$ cat config.mk
export PLATFORM = sky130hd
export DESIGN_NAME = abot_blend
export DESIGN_NICKNAME = d
export VERILOG_FILES = /design/src/rtl/core/abot_pkg.sv /design/src/rtl/core/abot_blend.sv
export SDC_FILE = /design/constraint.sdc
export NUM_CORES = 1
export LEC_CHECK = 0
export ABC_AREA = 1
export BUFFER_PORTS_ARGS = -buffer_cell sky130_fd_sc_hd__buf_4
export CORE_ASPECT_RATIO = 1.1
export CORE_MARGIN = 4
export CORE_UTILIZATION = 50
export DETAILED_ROUTE_END_ITERATION = 8
export PLACE_DENSITY = 0.68
export SLEW_MARGIN = 0
export SYNTH_ARGS = -nofsm -noshare
export SYNTH_HDL_FRONTEND = slang
export SYNTH_SLANG_ARGS = --single-unit
export TNS_END_PERCENT = 30
$ cat constraint.sdc
create_clock -name i_clk -period 5.87 [get_ports i_clk]
set_clock_uncertainty 0.1 [all_clocks]
set_input_delay 0.587 -clock i_clk [delete_from_list [all_inputs] [get_ports i_clk]]
set_output_delay 0.587 -clock i_clk [all_outputs]
set_load 0.01 [all_outputs]
$ cat src/rtl/core/abot_pkg.sv
`timescale 1ns / 1ps
// ----------------------------------------------------------------------------
// abot_pkg
// Shared types and constants for the alpha blend over tiled pattern block.
// ----------------------------------------------------------------------------
package abot_pkg;

    // Command codes of the input item.
    localparam logic CMD_LOAD  = 1'b0;
    localparam logic CMD_BLEND = 1'b1;

    // Configuration register indexes and port widths.
    localparam int CFG_IDX_W  = 2;
    localparam int CFG_DATA_W = 13;
    localparam logic [CFG_IDX_W-1:0] CFG_LINE_WIDTH    = 2'd0;
    localparam logic [CFG_IDX_W-1:0] CFG_FRAME_HEIGHT  = 2'd1;
    localparam logic [CFG_IDX_W-1:0] CFG_PAT_W_LOG2    = 2'd2;
    localparam logic [CFG_IDX_W-1:0] CFG_PAT_H_LOG2    = 2'd3;

    // Reset values of the configuration registers.
    localparam logic [12:0] RST_LINE_WIDTH   = 13'd640;
    localparam logic [12:0] RST_FRAME_HEIGHT = 13'd480;
    localparam logic [2:0]  RST_PAT_W_LOG2   = 3'd3;
    localparam logic [2:0]  RST_PAT_H_LOG2   = 3'd3;

    // Pattern store and counter geometry.
    localparam int STORE_AW   = 12;
    localparam int STORE_DEPTH = 4096;
    localparam int TEXEL_W    = 24;
    localparam int COUNT_W    = 12;
    localparam int FRAME_LINES_MAX = 4096;

    typedef struct packed {
        logic        command;
        logic [11:0] pattern_addr;
        logic [7:0]  pattern_red;
        logic [7:0]  pattern_green;
        logic [7:0]  pattern_blue;
        logic [7:0]  fg_red;
        logic [7:0]  fg_green;
        logic [7:0]  fg_blue;
        logic [7:0]  fg_alpha;
    } t_in_item;

    typedef struct packed {
        logic [7:0] out_red;
        logic [7:0] out_green;
        logic [7:0] out_blue;
        logic       line_end;
        logic       frame_end;
    } t_out_item;

    typedef struct packed {
        logic [12:0] line_width;
        logic [12:0] frame_height;
        logic [2:0]  pat_w_log2;
        logic [2:0]  pat_h_log2;
    } t_cfg;

    // Per-pixel information that travels beside the texel read.
    typedef struct packed {
        logic [7:0] fg_red;
        logic [7:0] fg_green;
        logic [7:0] fg_blue;
        logic [7:0] fg_alpha;
        logic       line_end;
        logic       frame_end;
    } t_side;

endpackage

$ cat src/rtl/core/abot_blend.sv
`timescale 1ns / 1ps
// ----------------------------------------------------------------------------
// abot_blend
// Three-stage blend pipeline: texel capture, channel products, sum and
// output register, with per-stage hand-off so bubbles close up.
// ----------------------------------------------------------------------------
module abot_blend (
    input  logic                           i_clk,
    input  logic                           i_rst_n,
    input  logic                           i_valid,
    input  abot_pkg::t_side                i_side,
    input  logic [abot_pkg::TEXEL_W-1:0]   i_bg,
    output logic                           o_ready,
    output logic                           o_valid,
    output abot_pkg::t_out_item            o_item,
    input  logic                           i_out_ready
);

    logic en1, en2, en3;
    logic r_v1, r_v2, r_v3;
    abot_pkg::t_side     r_s1;
    logic [16:0]         r_pf_r, r_pf_g, r_pf_b;
    logic [16:0]         r_pb_r, r_pb_g, r_pb_b;
    logic                r_le2, r_fe2;
    abot_pkg::t_out_item r_out;
    logic [8:0]          a_fg, a_bg;
    logic [16:0]         sum_r, sum_g, sum_b;

    assign en3 = !r_v3 || i_out_ready;
    assign en2 = !r_v2 || en3;
    assign en1 = !r_v1 || en2;
    assign o_ready = en1;

    // Weights: (a + 1) for the foreground, (256 - a) for the background.
    assign a_fg = {1'b0, r_s1.fg_alpha} + 9'd1;
    assign a_bg = 9'd256 - {1'b0, r_s1.fg_alpha};

    assign sum_r = r_pf_r + r_pb_r;
    assign sum_g = r_pf_g + r_pb_g;
    assign sum_b = r_pf_b + r_pb_b;

    always_ff @(posedge i_clk) begin
        if (!i_rst_n) begin
            r_v1 <= 1'b0;
            r_v2 <= 1'b0;
            r_v3 <= 1'b0;
        end else begin
            if (en1) begin
                r_v1 <= i_valid;
            end
            if (en2) begin
                r_v2 <= r_v1;
            end
            if (en3) begin
                r_v3 <= r_v2;
            end
        end
    end

    always_ff @(posedge i_clk) begin
        if (en1) begin
            r_s1 <= i_side;
        end
        if (en2) begin
            r_pf_r <= 17'(a_fg) * 17'(r_s1.fg_red);
            r_pf_g <= 17'(a_fg) * 17'(r_s1.fg_green);
            r_pf_b <= 17'(a_fg) * 17'(r_s1.fg_blue);
            r_pb_r <= 17'(a_bg) * 17'(i_bg[23:16]);
            r_pb_g <= 17'(a_bg) * 17'(i_bg[15:8]);
            r_pb_b <= 17'(a_bg) * 17'(i_bg[7:0]);
            r_le2  <= r_s1.line_end;
            r_fe2  <= r_s1.frame_end;
        end
        if (en3) begin
            r_out.out_red   <= sum_r[15:8];
            r_out.out_green <= sum_g[15:8];
            r_out.out_blue  <= sum_b[15:8];
            r_out.line_end  <= r_le2;
            r_out.frame_end <= r_fe2;
        end
    end

    assign o_valid = r_v3;
    assign o_item  = r_out;

    a_stall_full: assert property (@(posedge i_clk) disable iff (!i_rst_n)
        !en1 |-> r_v1 && r_v2 && r_v3)
        else $error("input stalled while the pipeline has a free stage");

    a_drain: assert property (@(posedge i_clk) disable iff (!i_rst_n)
        r_v3 && i_out_ready && !r_v2 |=> !r_v3)
        else $error("output register kept a result after its transfer");

endmodule

======== Word-level counts from Yosys, hierarchy flattened ========
Cells that the tools add are included.
W data, S select, Z words.
storage, ports and cells
  register bits after elaboration ......... 161
  bits of input ports ..................... 62
  output and inout port bits .............. 28
cells by class
  add/subtract/negate cells ............... 5
  multipliers ............................. 6
  reductions and logical operators ........ 6
operators with widths
  kind                   count
  $mul A9 B8 Y16         6
  $add A16 B16 Y16       3
  $add A8 B1 Y9 const B  1
  $sub A9 B8 Y9 const A  1
  $logic_not A1 Y1       3
  $logic_or A1 B1 Y1     3

======== Logic depth before layout (Yosys ltp) ========
  depth in word-level cells ............... 4
  gate-level depth with buffers ........... 27

======== Worst setup path after synthesis ========
Ideal clock, no wire load.
  path kind ............................... register -> register
  start ................................... register r_s1[2] (netlist bit)
  end ..................................... register r_pb_g[15] (data pin)
  data arrival time ....................... 4.602 ns
  slack ................................... 0.915 ns
  cell stages (with the launch flop) ...... 25
  path buffers ............................ 2
  period minus slack after synthesis ...... 4.955 ns
  cells stage by stage .................... edfxtp_1 buf_6 clkinv_2 ha_1 nand4_1 nor2_2 xor2_4 inv_2 buf_6 nor2_1 fa_1 fa_1 fa_1 inv_1 fa_1 inv_1 ha_1 nand2_1 nor2_1 and2_1 nand2_1 inv_1 nor2_1 nand2_1 nand2_1
between the ends
  word-level cells in the longest chain between the ends .. 2
ends and longest elaborated chain
  what                      line              source
  start: declaration        abot_blend.sv:21  abot_pkg::t_side r_s1;
  start signal: assignment  abot_blend.sv:62  r_s1 <= i_side;
  $sub A9 B8 Y9             abot_blend.sv:36  assign a_bg = 9'd256 - {1'b0, r_s1.fg_alpha};
  $mul A9 B8 Y16            abot_blend.sv:69  r_pb_g <= 17'(a_bg) * 17'(i_bg[15:8]);
  end signal: assignment    abot_blend.sv:69
  end: declaration          abot_blend.sv:23  logic [16:0] r_pb_r, r_pb_g, r_pb_b;
Every way passes these cells.
A chain may end at the register's enable or synchronous reset.

======== Worst setup path after layout ========
Same ends and word-level chain as after synthesis.

==> impl_metrics.tcl <==
set metrics [dict create \
    timing.final.crit_share 0.913 \
    cts.sinks 161 \
    clkPwrFrac 0.119 \
    grt_pass1_vias 18000 \
    num_vias 17900 \
    drv_slew 0 \
    start_kind "flop" \
    p_sw_w 0.00503 \
    required_ns 6.02 \
    place_hpwl_um 44000 \
    worstPathCellList "clkinv_2, ha_2, nand4_1, nor2_2, xor2_4, inv_2, nor2_1, fa_1, fa_1, fa_1, inv_1, fa_1, inv_1, ha_1, nand2_1, nor2_1, and2_1, nand2_1, inv_1, nor2_1, nand2_1, nand2_1" \
    ff2ff_path_depth 22 \
    cts_buffers 17 \
    critPathKind "reg -> reg" \
    hold_viol 0 \
    whs_ns 0.166 \
    p_per_area_nw_per_um2 427 \
    synth-seq-area-share 0.218 \
    cp.arrival_ns 5.51 \
    synthDistinctLibCells 38 \
    routed_wl_um 53300 \
    die_h_um 228 \
    ir_drop_uv 313 \
    status "complete, no violations" \
    rsz0062_at_grt "false" \
    p_sw_frac 0.491 \
    floorplan.initialDensity 0.508 \
    die_w_um 208 \
    vias_per_cell 5.08 \
    cts_tree "built" \
    ios 90 \
    grtUsageTotal 0.231 \
    gp_congestion 1.02 \
    path_clk_slew_ns 0.07 \
    antenna_left 0 \
    max_clock_freq_mhz 187 \
    h-tree-depth 4 \
    cts_max_path_buffers 2 \
    core_area_um2 43400 \
    power.internal_w 0.00523 \
    cts-hold-fix-buffers 0 \
    final_common_cell "nand2_1" \
    wl_per_cell_um 15.1 \
    grt_pass1_wl_um 88700 \
    grt_max_degree 66 \
    syn_area_um2 22000 \
    yosys_warnings 0 \
    avgSynthCellArea_um2 7.76 \
    cellLeakagePower_nw 13.7 \
    remaining_drc_errors 0 \
    die_area_um2 47500 \
    io_buffers 89 \
    cts_root_buf "clkbuf_16" \
    tightest_slew_ns 1.01 \
    post_layout_nonfiller_instances 3525 \
    layout.nets 3500 \
    cts_resized 0 \
    fp-row-count 80 \
    critical_path.max_stage_delay_ns 0.54 \
    hold_depth 1 \
    p_seq_frac 0.214 \
    slew_headroom 0.326 \
    antenna_cells 0 \
    period_needed_ns 5.36 \
    clkLatencyLatePin_ns 0.50 \
    setup_tns_ns 0 \
    syn_to_final_growth_pct 9.10 \
    endpoint_kind "flop" \
    hold_class "in -> reg" \
    drt-initial-drc-count 1094 \
    p_comb_frac 0.667 \
    cts_setup_buffers 0 \
    mostFrequentLayoutCells "nand2_1 (704), inv_1 (677), nor2_1 (380)" \
    dr.pass1.iters 6 \
    syn_nets 3402 \
    ys_ff_latch 161 \
    syn-instance-count 2840 \
    crit_slowest_cell "fa_1" \
    drive_above_1_share 0.0583 \
    drv_cap 0 \
    antenna_found_initial 0 \
    cp_max_fo 15 \
    grt_overflow_total 0 \
    dp.cells 3493 \
    setup_viol 0 \
]
==> routing by layer <==
| metal | global-route usage | wire length [µm] | vias up |
|---|---|---|---|
| met5 | 0 | 0 | - |
| met4 | 0.0733 | 1390 | 0 |
| met3 | 0.0394 | 2490 | 99 |
| met2 | 0.406 | 26900 | 449 |
| met1 | 0.293 | 22600 | 8563 |
| li1 | - | - | 8795 |
==> per-stage QoR <==
step,setup slack [ns],utilization,cell area [µm²],power (W)
after floorplan,0.915,-,22000,0.00720
after global placement,0.686,0.539,23400,0.00892
after detailed placement,0.527,0.539,23400,0.00901
after CTS,0.501,0.554,24100,0.0103
after global routing,0.0950,0.554,24100,0.0114
final,0.510,0.554,24100,0.0103
==> path summary, 6_finish.rpt <==
kind,startpoint,to,slack (ns)
max,r_s1[2]$_DFFE_PP_,r_pb_g[15]$_DFFE_PP_,0.51
min,i_side[23],r_s1[23]$_DFFE_PP_,0.17
max reg2reg,r_s1[2]$_DFFE_PP_,r_pb_g[15]$_DFFE_PP_,0.51
min reg2reg,r_s1[1]$_DFFE_PP_,r_le2$_DFFE_PP_,0.33
==> cell families (layout without fill, tap and decap cells) <==
group / Yosys count / in the layout / share of synthesized area
flip-flops: 161 / 161 / 0.218
adder cells (fa/ha/maj): 500 / 500 / 0.368
AND/OR/NAND/NOR: 1282 / 1282 / 0.234
AO/OA/AOI/OAI: 122 / 122 / 0.0310
XOR/XNOR: 56 / 56 / 0.0243
buffers and inverters: 719 / 830 / 0.125
==> flip-flops by register name, summed over array words and instances, names as in the netlist <==
signal,count
o_item,26
o_valid,1
r_pf_g,16
r_pf_r,16
r_pb_g,16
r_le2,1
r_v2,1
r_s1,34
r_pb_b,16
r_pf_b,16
r_pb_r,16
r_v1,1
r_fe2,1
==> worst max-delay path: cells and delay by family, from the launching register on <==
| family | cells | cell delay, ns |
|---|---|---|
| adder cells (fa/ha/maj) | 6 | 2.56 |
| AND/OR/NAND/NOR | 10 | 1.12 |
| buffers and inverters | 5 | 0.53 |
| flip-flops | 1 | 0.46 |
| XOR/XNOR | 1 | 0.34 |
==> power groups by stage <==
stage	Sequential [W]	Clock, W	Combinational, W
global placement	0.00223	0	0.00669
global route	0.00223	0.00131	0.00789
detailed placement	0.00222	0	0.00679
floorplan	0.00214	0	0.00507
finish	0.00219	0.00123	0.00684
CTS	0.00220	0.00127	0.00686
==> synth_stat cells, drive strengths merged <==
cell	number	area, µm²
buf	16	105
o31ai	1	7.51
xor2	29	299
and2	11	68.8
o21a	1	7.51
o21bai	14	105
fa	246	4920
a21oi	77	385
inv	684	2570
o21ai	20	111
nand4	30	188
nor2	394	1530
edfxtp	158	4740
clkbuf	14	55.1
nor3	12	65.1
dfxtp	3	60.1
xnor2	27	236
nand2	709	2680
a21o	9	67.6
nand3	121	606
ha	254	3180
clkinv	5	20.0
nand3b	5	37.5
==> cell type report <==
class	instances	area [µm²]
tap	574	718
sequential	161	4800
clock inverter	14	194
multi-input combinational	1960	14500
clock buffer	18	429
timing repair buffer	109	818
fill	4050	19400
inverter	689	2590
(Power assumes the default switching activity.)
