`config.mk`:
```
export PLATFORM = sky130hd
export DESIGN_NAME = abot_seq
export DESIGN_NICKNAME = d
export VERILOG_FILES = /design/src/rtl/core/abot_pkg.sv /design/src/rtl/core/abot_seq.sv
export SDC_FILE = /design/constraint.sdc
export NUM_CORES = 1
export LEC_CHECK = 0
export ABC_AREA = 1
export BUFFER_PORTS_ARGS = -buffer_cell sky130_fd_sc_hd__buf_2
export CAP_MARGIN = 20
export CORE_MARGIN = 4
export CORE_UTILIZATION = 40
export DETAILED_ROUTE_END_ITERATION = 8
export SETUP_SLACK_MARGIN = 0.15
export SLEW_MARGIN = 5
export SYNTH_ARGS = -nofsm -noshare
export SYNTH_HDL_FRONTEND = slang
export SYNTH_SLANG_ARGS = --single-unit
```
`constraint.sdc`:
```
create_clock -name i_clk -period 7.8 [get_ports i_clk]
set_input_delay 1.56 -clock i_clk [delete_from_list [all_inputs] [get_ports i_clk]]
set_output_delay 1.56 -clock i_clk [all_outputs]
set_load 0.05 [all_outputs]
```
`src/rtl/core/abot_pkg.sv`:
```
`timescale 1ns / 1ps
// ----------------------------------------------------------------------------
// abot_pkg
// Shared types and constants for the alpha blend over tiled pattern block.
// ----------------------------------------------------------------------------
package abot_pkg;

    // Command codes of the input item.
    localparam logic CMD_LOAD  = 1'b0;
    localparam logic CMD_BLEND = 1'b1;

    // Configuration register indexes and port widths.
    localparam int CFG_IDX_W  = 2;
    localparam int CFG_DATA_W = 13;
    localparam logic [CFG_IDX_W-1:0] CFG_LINE_WIDTH    = 2'd0;
    localparam logic [CFG_IDX_W-1:0] CFG_FRAME_HEIGHT  = 2'd1;
    localparam logic [CFG_IDX_W-1:0] CFG_PAT_W_LOG2    = 2'd2;
    localparam logic [CFG_IDX_W-1:0] CFG_PAT_H_LOG2    = 2'd3;

    // Reset values of the configuration registers.
    localparam logic [12:0] RST_LINE_WIDTH   = 13'd640;
    localparam logic [12:0] RST_FRAME_HEIGHT = 13'd480;
    localparam logic [2:0]  RST_PAT_W_LOG2   = 3'd3;
    localparam logic [2:0]  RST_PAT_H_LOG2   = 3'd3;

    // Pattern store and counter geometry.
    localparam int STORE_AW   = 12;
    localparam int STORE_DEPTH = 4096;
    localparam int TEXEL_W    = 24;
    localparam int COUNT_W    = 12;
    localparam int FRAME_LINES_MAX = 4096;

    typedef struct packed {
        logic        command;
        logic [11:0] pattern_addr;
        logic [7:0]  pattern_red;
        logic [7:0]  pattern_green;
        logic [7:0]  pattern_blue;
        logic [7:0]  fg_red;
        logic [7:0]  fg_green;
        logic [7:0]  fg_blue;
        logic [7:0]  fg_alpha;
    } t_in_item;

    typedef struct packed {
        logic [7:0] out_red;
        logic [7:0] out_green;
        logic [7:0] out_blue;
        logic       line_end;
        logic       frame_end;
    } t_out_item;

    typedef struct packed {
        logic [12:0] line_width;
        logic [12:0] frame_height;
        logic [2:0]  pat_w_log2;
        logic [2:0]  pat_h_log2;
    } t_cfg;

    // Per-pixel information that travels beside the texel read.
    typedef struct packed {
        logic [7:0] fg_red;
        logic [7:0] fg_green;
        logic [7:0] fg_blue;
        logic [7:0] fg_alpha;
        logic       line_end;
        logic       frame_end;
    } t_side;

endpackage

```
`src/rtl/core/abot_seq.sv`:
```
`timescale 1ns / 1ps
// ----------------------------------------------------------------------------
// abot_seq
// Raster position counters, end-of-line and end-of-frame flags, and the
// pattern store address of the current pixel.
// ----------------------------------------------------------------------------
module abot_seq #(
    parameter int MAX_PATTERN_SIDE_LOG2 = 6,
    parameter int MAX_LINE_PIXELS       = 4096
) (
    input  logic                           i_clk,
    input  logic                           i_rst_n,
    input  abot_pkg::t_cfg                 i_cfg,
    input  logic                           i_step,
    output logic [abot_pkg::STORE_AW-1:0]  o_raddr,
    output logic                           o_line_end,
    output logic                           o_frame_end
);

    localparam int MLW = $clog2(MAX_LINE_PIXELS + 1);
    localparam int LCW = (MLW > 13) ? MLW : 13;
    localparam int SLR = $clog2(MAX_PATTERN_SIDE_LOG2 + 1);
    localparam int SLW = (SLR > 3) ? SLR : 3;
    localparam int AXW = abot_pkg::STORE_AW + (1 << SLW);
    localparam int CW  = abot_pkg::COUNT_W;

    logic [CW-1:0]  r_col, n_col;
    logic [CW-1:0]  r_row, n_row;
    logic [LCW-1:0] lw, w_last;
    logic [12:0]    fh, h_last;
    logic [SLW-1:0] wl, hl;
    logic [CW-1:0]  mask_x, mask_y;
    logic [AXW-1:0] addr_x;
    logic           lend, fend;

    // Clamp the geometry registers into their legal ranges.
    always_comb begin
        lw = LCW'(i_cfg.line_width);
        if (lw == '0) begin
            lw = LCW'(1);
        end else if (lw > LCW'(MAX_LINE_PIXELS)) begin
            lw = LCW'(MAX_LINE_PIXELS);
        end
        w_last = lw - LCW'(1);

        fh = i_cfg.frame_height;
        if (fh == '0) begin
            fh = 13'd1;
        end else if (fh > 13'(abot_pkg::FRAME_LINES_MAX)) begin
            fh = 13'(abot_pkg::FRAME_LINES_MAX);
        end
        h_last = fh - 13'd1;

        wl = SLW'(i_cfg.pat_w_log2);
        if (wl > SLW'(MAX_PATTERN_SIDE_LOG2)) begin
            wl = SLW'(MAX_PATTERN_SIDE_LOG2);
        end
        hl = SLW'(i_cfg.pat_h_log2);
        if (hl > SLW'(MAX_PATTERN_SIDE_LOG2)) begin
            hl = SLW'(MAX_PATTERN_SIDE_LOG2);
        end
    end

    assign mask_x = (CW'(1) << wl) - CW'(1);
    assign mask_y = (CW'(1) << hl) - CW'(1);
    assign addr_x = (AXW'(r_row & mask_y) << wl) | AXW'(r_col & mask_x);
    assign o_raddr = addr_x[abot_pkg::STORE_AW-1:0];

    // A counter at or past the last position counts as last.
    assign lend = LCW'(r_col) >= w_last;
    assign fend = lend && ({1'b0, r_row} >= h_last);
    assign o_line_end  = lend;
    assign o_frame_end = fend;

    always_comb begin
        n_col = r_col;
        n_row = r_row;
        if (i_step) begin
            if (lend) begin
                n_col = '0;
                n_row = fend ? '0 : r_row + CW'(1);
            end else begin
                n_col = r_col + CW'(1);
            end
        end
    end

    always_ff @(posedge i_clk) begin
        if (!i_rst_n) begin
            r_col <= '0;
            r_row <= '0;
        end else begin
            r_col <= n_col;
            r_row <= n_row;
        end
    end

    a_wrap_col: assert property (@(posedge i_clk) disable iff (!i_rst_n)
        i_step && lend |=> r_col == '0)
        else $error("column counter did not wrap after a line end");

    a_idle_hold: assert property (@(posedge i_clk) disable iff (!i_rst_n)
        !i_step |=> $stable(r_col) && $stable(r_row))
        else $error("raster counters moved without a blend transfer");

endmodule

```
# [Word level (Yosys, flattened, before mapping)]
# Index checks and enable logic that the tools add are counted.
[word_totals] in_bits=35 word_cells=32 out_inout_bits=14 register_bits=24
[classes] order_cmp=6 n_mux=8 n_reduce_logical=4 add_sub_neg=6 bitwise=3 shifts=3
[op_table] op="$mux W13" n=4
[op_table] op="$ge A12 B13 Y1" n=2
[op_table] op="$gt A13 B13 Y1 const B" n=2
[op_table] op="$logic_not A13 Y1" n=2
[op_table] op="$sub A13 B1 Y13 const B" n=2
[op_table] op="$add A12 B1 Y12 const B" n=2
[op_table] op="$and A12 B12 Y12" n=2
[op_table] op="$mux W12" n=2
[op_table] op="$shl A1 B3 Y12 const A" n=2
[op_table] op="$sub A12 B2 Y12 const B" n=2
[op_table] op="$or A12 B12 Y12" n=1
[op_table] op="$shl A12 B3 Y12" n=1
[op_table] op="$gt A3 B3 Y1 const B" n=2
[op_table] op="$mux W3" n=2
[op_table] op="$reduce_and A2 Y1" n=1
[op_table] op="$logic_and A1 B1 Y1" n=1

# [Longest topological paths before layout]
# Gate-level depths: netlist of run 1.
[logic_depth] ltp_word=7 depth_mapped=29 ltp_nobuf=28

# [Worst setup path before layout of run 1]
# Ideal clock, no wire load.
[synth_path] path_kind="input to output" start="in i_cfg[24] (netlist bit)" end="out o_frame_end" path_buffers=1 path_slack_ns=1.941 t_arrival_ns=4.299 stages=26 t_required_ns=6.240 cell_sequence="nor2_1 -> nand2_1 -> nor2_1 -> nand2_1 -> nand2_2 -> clkbuf_1 -> nand2_1 -> ha_1 -> nand2_1 -> nor2_1 -> xor2_1 -> ha_1 -> nand2_1 -> nor2_1 -> nand2_1 -> nor2_1 -> nor2_1 -> nand2_1 -> nand2_1 -> nand2_1 -> nand2_1 -> nand2_1 -> nand2_1 -> nor2_2 -> nand2_2 -> inv_1"
[synth_via] elab_chain_cells=6 word_cells_on_any_way=7 classes_between="add/sub (1); order compare (2); mux (2); reduce/logical (2)"
[synth_rtl] element="start: declaration" line_no="abot_seq.sv:13" rtl="input abot_pkg::t_cfg i_cfg,"
[synth_rtl] element="$gt A13 B13 Y1" line_no="abot_seq.sv:41" rtl="end else if (lw > LCW'(MAX_LINE_PIXELS)) begin"
[synth_rtl] element="$mux W13" line_no="abot_seq.sv:41"
[synth_rtl] element="$mux W13 *" line_no="abot_seq.sv:39" rtl="if (lw == '0) begin"
[synth_rtl] element="$sub A13 B1 Y13 *" line_no="abot_seq.sv:44" rtl="w_last = lw - LCW'(1);"
[synth_rtl] element="$ge A12 B13 Y1 *" line_no="abot_seq.sv:70" rtl="assign lend = LCW'(r_col) >= w_last;"
[synth_rtl] element="$logic_and A1 B1 Y1 *" line_no="abot_seq.sv:71" rtl="assign fend = lend && ({1'b0, r_row} >= h_last);"
[synth_rtl] element="end: declaration" line_no="abot_seq.sv:17" rtl="output logic o_frame_end"
# Every way passes the cells marked *; elsewhere a longest branch is shown, timed or not.

# [Final worst setup path of run 1]
# Ends and elaborated chain as after synthesis.

==> out/results.md, run 1 <==
| Group | Metric | Reported |
| --- | --- | --- |
| layout | Share of post-route cells with drive strength above 1 | 0.135 |
| drt | Detailed route wirelength on metal3 | 204 um |
| clock network | Post-CTS Setup Bufs | 0 |
| sta | Final critical path time including I/O delays and setup | 6.32 ns |
| synthesis | Dominant synthesized flop cell | dfxtp_1 |
| synthesis | Portion of the post-synthesis area used by sequential elements | 0.171 |
| drt | Detailed-routing wirelength on met1 | 3340 um |
| setup path | Critical Path Start Type | input port |
| synthesis | Post-synth top area cell | nand2_1 |
| drt | Residual antenna-violating net count after detailed routing | 0 |
| global routing | Initial antenna violation count | 0 |
| synthesis | Fraction of post-synthesis cell area in the top cell type by area | 0.193 |
| synthesis | Top-count cell post-synth | nand2_1 |
| floorplanning | Top Ports | 49 |
| sta | Number of endpoints failing setup at the final stage | 0 |
| place | Count of input and output buffers | 48 |
| place | Final HPWL DP | 5600 um |
| power and ir drop | Static power due to leakage | 0.00170 uW |
| drt | DR iter-0 viols | 104 |
| clock network | Hold-fix buffers, CTS | 0 |
| sta | Setup slack after layout | 1.48 ns |
| global routing | Via count of the first global-routing pass | 2583 |
| drt | Routed wire length per instance | 10.5 um |
| min path | Class of the most critical hold timing path | flip-flop to flip-flop |
| setup path | Kind of critical path | input port to output pin |
| sta | Final critical-path share of the clock period | 0.810 |
| layout | Number of diodes added for antenna fixing | 0 |
| floorplanning | Horizontal die dimension | 91.7 um |
| sta | Worst Skew | 0.00800 ns |
| synthesis | Post-Synthesis Cell Area | 2800 um2 |
| synthesis | FFs w/ async S/R, synth | 0 |
| global routing | All-Layer GR Usage | 0.154 |
| sta | Number of slew-limit violations in the final report | 0 |
| layout | Layout overhead on the synthesized area | 13.7% |
| clock network | Inserted Clock Buffers | 3 |
| setup path | Crit Path Max Fanout | 14 |
| setup path | Library cell appearing most often on the critical path | nand2_1 |
| clock network | Clock tree root driver cell | clkbuf_8 |
| place | Gpl congestion | 0.819 |
| place | Worst slack, placed | 1.49 ns |
| run status | Status | finished, final reports clean |
| flow run | Max Cap Violations | 0 |
| drt | Number of search-and-repair iterations in the first detailed-routing pass | 4 |
| drt | DRC violations left | 0 |
| synthesis | FF+latch count, synth | 24 |
| floorplanning | Y dimension of the die | 91.7 um |
| global routing | Total overflow reported by the global router | 0 |
| clock network | Reg clk slew, reported paths | 0.08 ns |
| floorplanning | Row Count | 30 |
| global routing | Pin count of the biggest net entering global routing | 19 |
| setup path | CP Data Arrival Time | 4.76 ns |
| clock network | Longest Clk Path Bufs | 2 |
| power and ir drop | Worst voltage drop across the vdd grid | 0.0000535 V |
| sta | Highest Clock Rate | 158 MHz |
| layout | # nets final | 590 |
| setup path | Worst stage delay on the critical path | 0.32 ns |
| sta | Final-report hold violation count | 0 |
| clock network | Clock Latency Late Sink | 0.27 ns |
| sta | Unrepaired setup endpoints after global routing | false |
| global routing | First-pass GRT wire length | 11100 um |
| drt | Met2 Wirelength | 2980 um |
| synthesis | Syn_area_per_cell | 5.85 um2 |
| clock network | Clock H-tree levels | 1 |
| synthesis | Top cells by area in the synthesized netlist | nand2_1 (19%), dfxtp_1 (17%), ha_1 (12%), inv_1 (9.2%), nor2_1 (8.3%) |
| synthesis | Post-synth EDFFs | 0 |
| floorplanning | Starting density of the core | 0.413 |
| synthesis | Number of nets in the synthesized netlist | 542 |
| floorplanning | Area of the core | 6790 um2 |
| sta | Post-Route Setup TNS | 0 ns |
| synthesis | Post-synthesis cell type count | 38 |
| clock network | CTS sink cnt | 24 |
| clock network | Number of gates given a new drive strength after cts | 0 |
| drt | Highest metal layer with signal wires | met3 |
| synthesis | List of most frequent post-synthesis cells | nand2_1 (144), inv_1 (69), nor2_1 (62) |
| layout | Filler instances | 739 |
| sta | Measured slew at the worst slew-check pin | 0.558 ns |
| synthesis | Number of instances in the synthesized netlist | 479 |
| drt | Vias after detailed routing | 2906 |
| setup path | Critical path capture point type | output pin |
| clock network | CTS tree | yes |
| drt | Overall routed net length | 6520 um |
| synthesis | Syn. warnings | 0 |
| drt | Via count normalized by instance count | 4.67 |
| power and ir drop | Total power density per cell area | 99.0 nW/um2 |
| sta | Worst slew slack as a fraction of its limit | 0.624 |
| setup path | Required time at the endpoint of the critical path | 6.24 ns |
| floorplanning | Floorplan die area | 8410 um2 |
| setup path | Slowest cell on the critical path | ha_1 |
## state kept, by name, indices dropped and copies added (netlist names)
name,count
r_col,12
r_row,12
## stage by stage
step	hold slack, ns	instance area, um2	power (uW)	instances	util
6_report	0.494	3190	316	622	0.469
5_1_grt	0.561	3190	338	622	0.469
4_1_cts	0.500	3190	320	622	0.469
3_5_place_dp	0.488	3130	234	618	0.461
3_3_place_gp	0.479	3130	233	618	0.461
2_1_floorplan	0.463	2800	203	479	-
## metal layers
metal  vias to the layer above  global-route usage
met5                         -                   0
met4                         0              0.0149
met2                        39               0.265
met1                      1251               0.211
met3                         0              0.0205
li1                       1616                   -
## kinds of logic after synthesis
kind of cell,Yosys count,share of synthesized area
buf+inv,80,0.113
simple gates,262,0.392
flops,24,0.171
mux,1,0.00357
fa+ha+maj,28,0.125
xor+xnor,22,0.0687
compound gates,62,0.126
## area by class of cell
type,instances,area [um2],area share
clock buffer,4,55.1,0.0173
multi-input combinational,375,2010,0.630
inverter,75,284,0.0891
tap,96,120,0.0377
sequential,24,480,0.151
timing repair buffer,48,240,0.0754
## power breakdown
part / total [uW] / leakage [uW] / internal (uW) / switching [uW]
Clock: 84.7 / 0.0000288 / 45.0 / 39.6
Sequential: 124 / 0.000194 / 123 / 1.23
Combinational: 106 / 0.00147 / 37.2 / 69.2
Total: 316 / 0.00170 / 205 / 110
## layout by cell type, fill, tap and decap left out, types with 3 or more instances in the layout
cell type / count
a21oi_1: 16
buf_2: 48
clkbuf_8: 4
dfxtp_1: 24
ha_1: 28
inv_1: 69
inv_2: 3
nand2_1: 144
nand2_2: 5
nand3_1: 31
nor2_1: 62
nor2_2: 3
nor3_1: 5
o21ai_0: 30
o21ai_1: 3
xnor2_1: 11
xor2_1: 11
## final timing paths
path                            cells past startpoint     endpoint      start  slack (ns)
worst max register to register                     17     r_row[2]   r_col[0]        5.59
worst max-delay path                               27  o_frame_end  i_cfg[24]        1.48
worst min-delay path                                2     r_row[0]   r_row[0]        0.49
worst min register to register                      2     r_row[0]   r_row[0]        0.49
## critical path, delay by kind of cell
kind	cells	cell delay (ns)
buffers and inverters	3	0.45
AOI/OAI and AO/OA	1	0.28
xor gates and xnor gates	1	0.14
adders and majority gates	2	0.63
and+or+nand+nor	20	1.70
Power figures use the tool's default switching activity.
==> run 2: changes to the inputs <==
==> constraint.sdc (replaced) <==
create_clock -name i_clk -period 5.1 [get_ports i_clk]
set_input_delay 1.02 -clock i_clk [delete_from_list [all_inputs] [get_ports i_clk]]
set_output_delay 1.02 -clock i_clk [all_outputs]
set_load 0.05 [all_outputs]
==> run 2 against run 1 <==
  * Clock power is 53% higher
  * Hold slack improved by 0.0064 ns
  * Clock skew fell by 0.00067 ns
==> out/results.md, run 2 (synthesis gave the netlist of run 1 again) <==
| Group | Metric | Reported | Change |
| --- | --- | --- | --- |
| drt | Residual antenna-violating net count after detailed routing | 0 | unchanged |
| setup path | CP Data Arrival Time | 3.60 ns | was 4.76 ns |
| sta | Final critical-path share of the clock period | 0.905 |  |
| clock network | Longest Clk Path Bufs | 2 | unchanged |
| place | Gpl congestion | 0.837 | was 0.819 |
| min path | Class of the most critical hold timing path | flip-flop to flip-flop | unchanged |
| drt | DRC violations left | 0 | unchanged |
| min path | Worst hold path stage count | 2 | unchanged |
| clock network | Clock H-tree levels | 1 | unchanged |
| clock network | CTS tree | yes | unchanged |
| floorplanning | Starting density of the core | 0.413 | unchanged |
| power and ir drop | Total power density per cell area | 150 nW/um2 | was 99.0 nW/um2 |
| sta | Worst slew slack as a fraction of its limit | 0.650 | was 0.624 |
| global routing | Via count of the first global-routing pass | 2645 | was 2583 |
| floorplanning | Horizontal die dimension | 91.7 um | unchanged |
| power and ir drop | Worst voltage drop across the vdd grid | 0.0000966 V | was 0.0000535 V |
| layout | Most frequent cells in the layout | nand2_1 (140), inv_1 (69), nor2_1 (60) | was nand2_1 (144), inv_1 (69), nor2_1 (62) |
| floorplanning | Area of the core | 6790 um2 | unchanged |
| setup path | Slowest cell on the critical path | ha_1 | unchanged |
| clock network | Reg clk slew, reported paths | 0.08 ns | about the same |
| layout | Multi-input gate area | 2030 um2 | was 2010 um2 |
| layout | Number of diodes added for antenna fixing | 0 | unchanged |
| setup path | Critical path capture point type | output pin | unchanged |
| global routing | Fraction of met3 tracks used by global routing | 0.0213 | was 0.0205 |
| sta | Number of slew-limit violations in the final report | 0 | unchanged |
| drt | Vias after detailed routing | 2966 | was 2906 |
| power and ir drop | Clock power share | 0.267 | was 0.268 |
| sta | Post-Route Setup TNS | 0 ns | unchanged |
| sta | Worst Skew | 0.00733 ns | was 0.00800 ns |
| sta | Final critical path time including I/O delays and setup | 4.62 ns |  |
| power and ir drop | Static power due to leakage | 0.00171 uW | was 0.00170 uW |
| setup path | Kind of critical path | input port to output pin | unchanged |
| drt | Number of search-and-repair iterations in the first detailed-routing pass | 4 | unchanged |
| global routing | First-pass GRT wire length | 11300 um | was 11100 um |
| sta | Final-report hold violation count | 0 | unchanged |
| global routing | Busiest layer in global routing | met2 | unchanged |
| place | Final HPWL DP | 5710 um | was 5600 um |
| layout | Final core occ | 0.477 | was 0.469 |
| power and ir drop | Sequential fraction of design power | 0.390 | was 0.394 |
| layout | # nets final | 593 | was 590 |
| run status | Status | finished, final reports clean | unchanged |
| layout | Top Registers | r_col x12, r_row x12 | unchanged |
| global routing | All-Layer GR Usage | 0.157 | was 0.154 |
| layout | FF+latch area | 480 um2 | unchanged |
| power and ir drop | Internal power contribution | 317 uW | was 205 uW |
| flow run | Max Cap Violations | 0 | unchanged |
| floorplanning | Top Ports | 49 | unchanged |
| power and ir drop | Switching pwr | 171 uW | was 110 uW |
| floorplanning | Y dimension of the die | 91.7 um | unchanged |
| setup path | Worst stage delay on the critical path | 0.31 ns | was 0.32 ns |
| layout | Final instance count without filler cells | 625 | was 622 |
| layout | Filler instances | 725 | was 739 |
| drt | Routed wire length per instance | 10.6 um | was 10.5 um |
| power and ir drop | Switching portion of total power | 0.350 | was 0.349 |
| drt | Overall routed net length | 6640 um | was 6520 um |
| sta | Number of endpoints failing setup at the final stage | 0 | unchanged |
| global routing | Initial antenna violation count | 0 | unchanged |
| sta | Unrepaired setup endpoints after global routing | false | unchanged |
| clock network | CTS sink cnt | 24 | unchanged |
| global routing | Pin count of the biggest net entering global routing | 19 | unchanged |
| power and ir drop | Power, Total | 488 uW | was 316 uW |
| power and ir drop | Combinational share of power | 0.342 | was 0.337 |
| layout | Share of post-route cells with drive strength above 1 | 0.157 | was 0.135 |
| sta | Measured slew at the worst slew-check pin | 0.520 ns | was 0.558 ns |
| sta | Highest Clock Rate | 217 MHz |  |
| clock network | Clock Latency Late Sink | 0.27 ns | about the same |
| drt | Via count normalized by instance count | 4.75 | was 4.67 |
| clock network | Inserted Clock Buffers | 3 | unchanged |
| clock network | Hold-fix buffers, CTS | 0 | unchanged |
| drt | DR iter-0 viols | 101 | was 104 |
| global routing | Met2 demand-to-capacity share in global routing | 0.281 | was 0.265 |
| setup path | Required time at the endpoint of the critical path | 4.08 ns | was 6.24 ns |
| setup path | Crit Path Max Fanout | 4 | was 14 |
| clock network | Clock tree root driver cell | clkbuf_8 | unchanged |
| global routing | Met1 Resource Use GR | 0.204 | was 0.211 |
| place | Count of input and output buffers | 48 | unchanged |
| setup path | Critical Path Start Type | input port | unchanged |
| setup path | Count of cells along the worst register-to-register path | 17 | unchanged |
| floorplanning | Floorplan die area | 8410 um2 | unchanged |
| layout | Layout overhead on the synthesized area | 15.6% | was 13.7% |
| setup path | Library cell appearing most often on the critical path | nand2_1 | unchanged |
| global routing | Total overflow reported by the global router | 0 | unchanged |
| layout | Most common library cell in the layout ignoring fill and taps | nand2_1 | unchanged |
| place | Post-placement cell count | 621 | was 618 |
| floorplanning | Row Count | 30 | unchanged |
[run 2: cell count changes in the layout (fill, tap and decap cells not counted), moves of 2 or more]
cell / previous run / this run
buf_4: 0 / 3
nand2_1: 144 / 140
nand2_2: 5 / 9
nor2_1: 62 / 60
nor2_2: 3 / 5
[run 2: worst paths after layout]
kind | from | end | slack (ns)
max | i_cfg[24] | o_frame_end | 0.48
min | r_row[0] | r_row[0] | 0.50
max reg2reg | r_col[0] | r_row[9] | 2.93
min reg2reg | r_row[0] | r_row[0] | 0.50
[run 2: metrics by stage]
stage          hold slack [ns]  worst slack, ns  area, um2
2_1_floorplan            0.463            0.321       2800
3_3_place_gp             0.480            0.316       3150
3_5_place_dp             0.487            0.240       3150
4_1_cts                  0.499            0.217       3210
5_1_grt                  0.511            0.185       3240
6_report                 0.500            0.485       3240
[run 2: final cells by class]
class	instances	area share
Sequential cell	24	0.148
Multi-Input combinational cell	375	0.627
Timing Repair Buffer	51	0.0830
Inverter	75	0.0876
Clock buffer	4	0.0170
Tap cell	96	0.0371
[run 2: repair_timing]
| action | 4_1_cts | 5_1_grt |
|---|---|---|
| resized for setup | 0 | 13 |
| hold endpoints to repair | 0 | 0 |
| buffers inserted | 0 | 0 |
| setup endpoints to repair | 0 | 2 |
[run 2: critical path: cells and delay by family]
family	cells	cell delay, ns
simple gates	20	1.44
xor+xnor	1	0.14
buf+inv	3	0.35
compound gates	1	0.09
fa+ha+maj	2	0.53
[run 2: power by group through the flow]
stage | Sequential [uW] | Clock, uW | Combinational [uW]
after floorplan | 194 | 0 | 117
after global placement | 195 | 0 | 163
after detailed placement | 195 | 0 | 165
after CTS | 190 | 136 | 166
after global routing | 191 | 143 | 188
final | 190 | 130 | 167
[run 2: routing by layer]
metal  routed length (um)  part of all wire
met5                    0                 0
met4                   34            0.0051
met3                  221             0.033
met2                 3160              0.48
met1                 3230              0.49
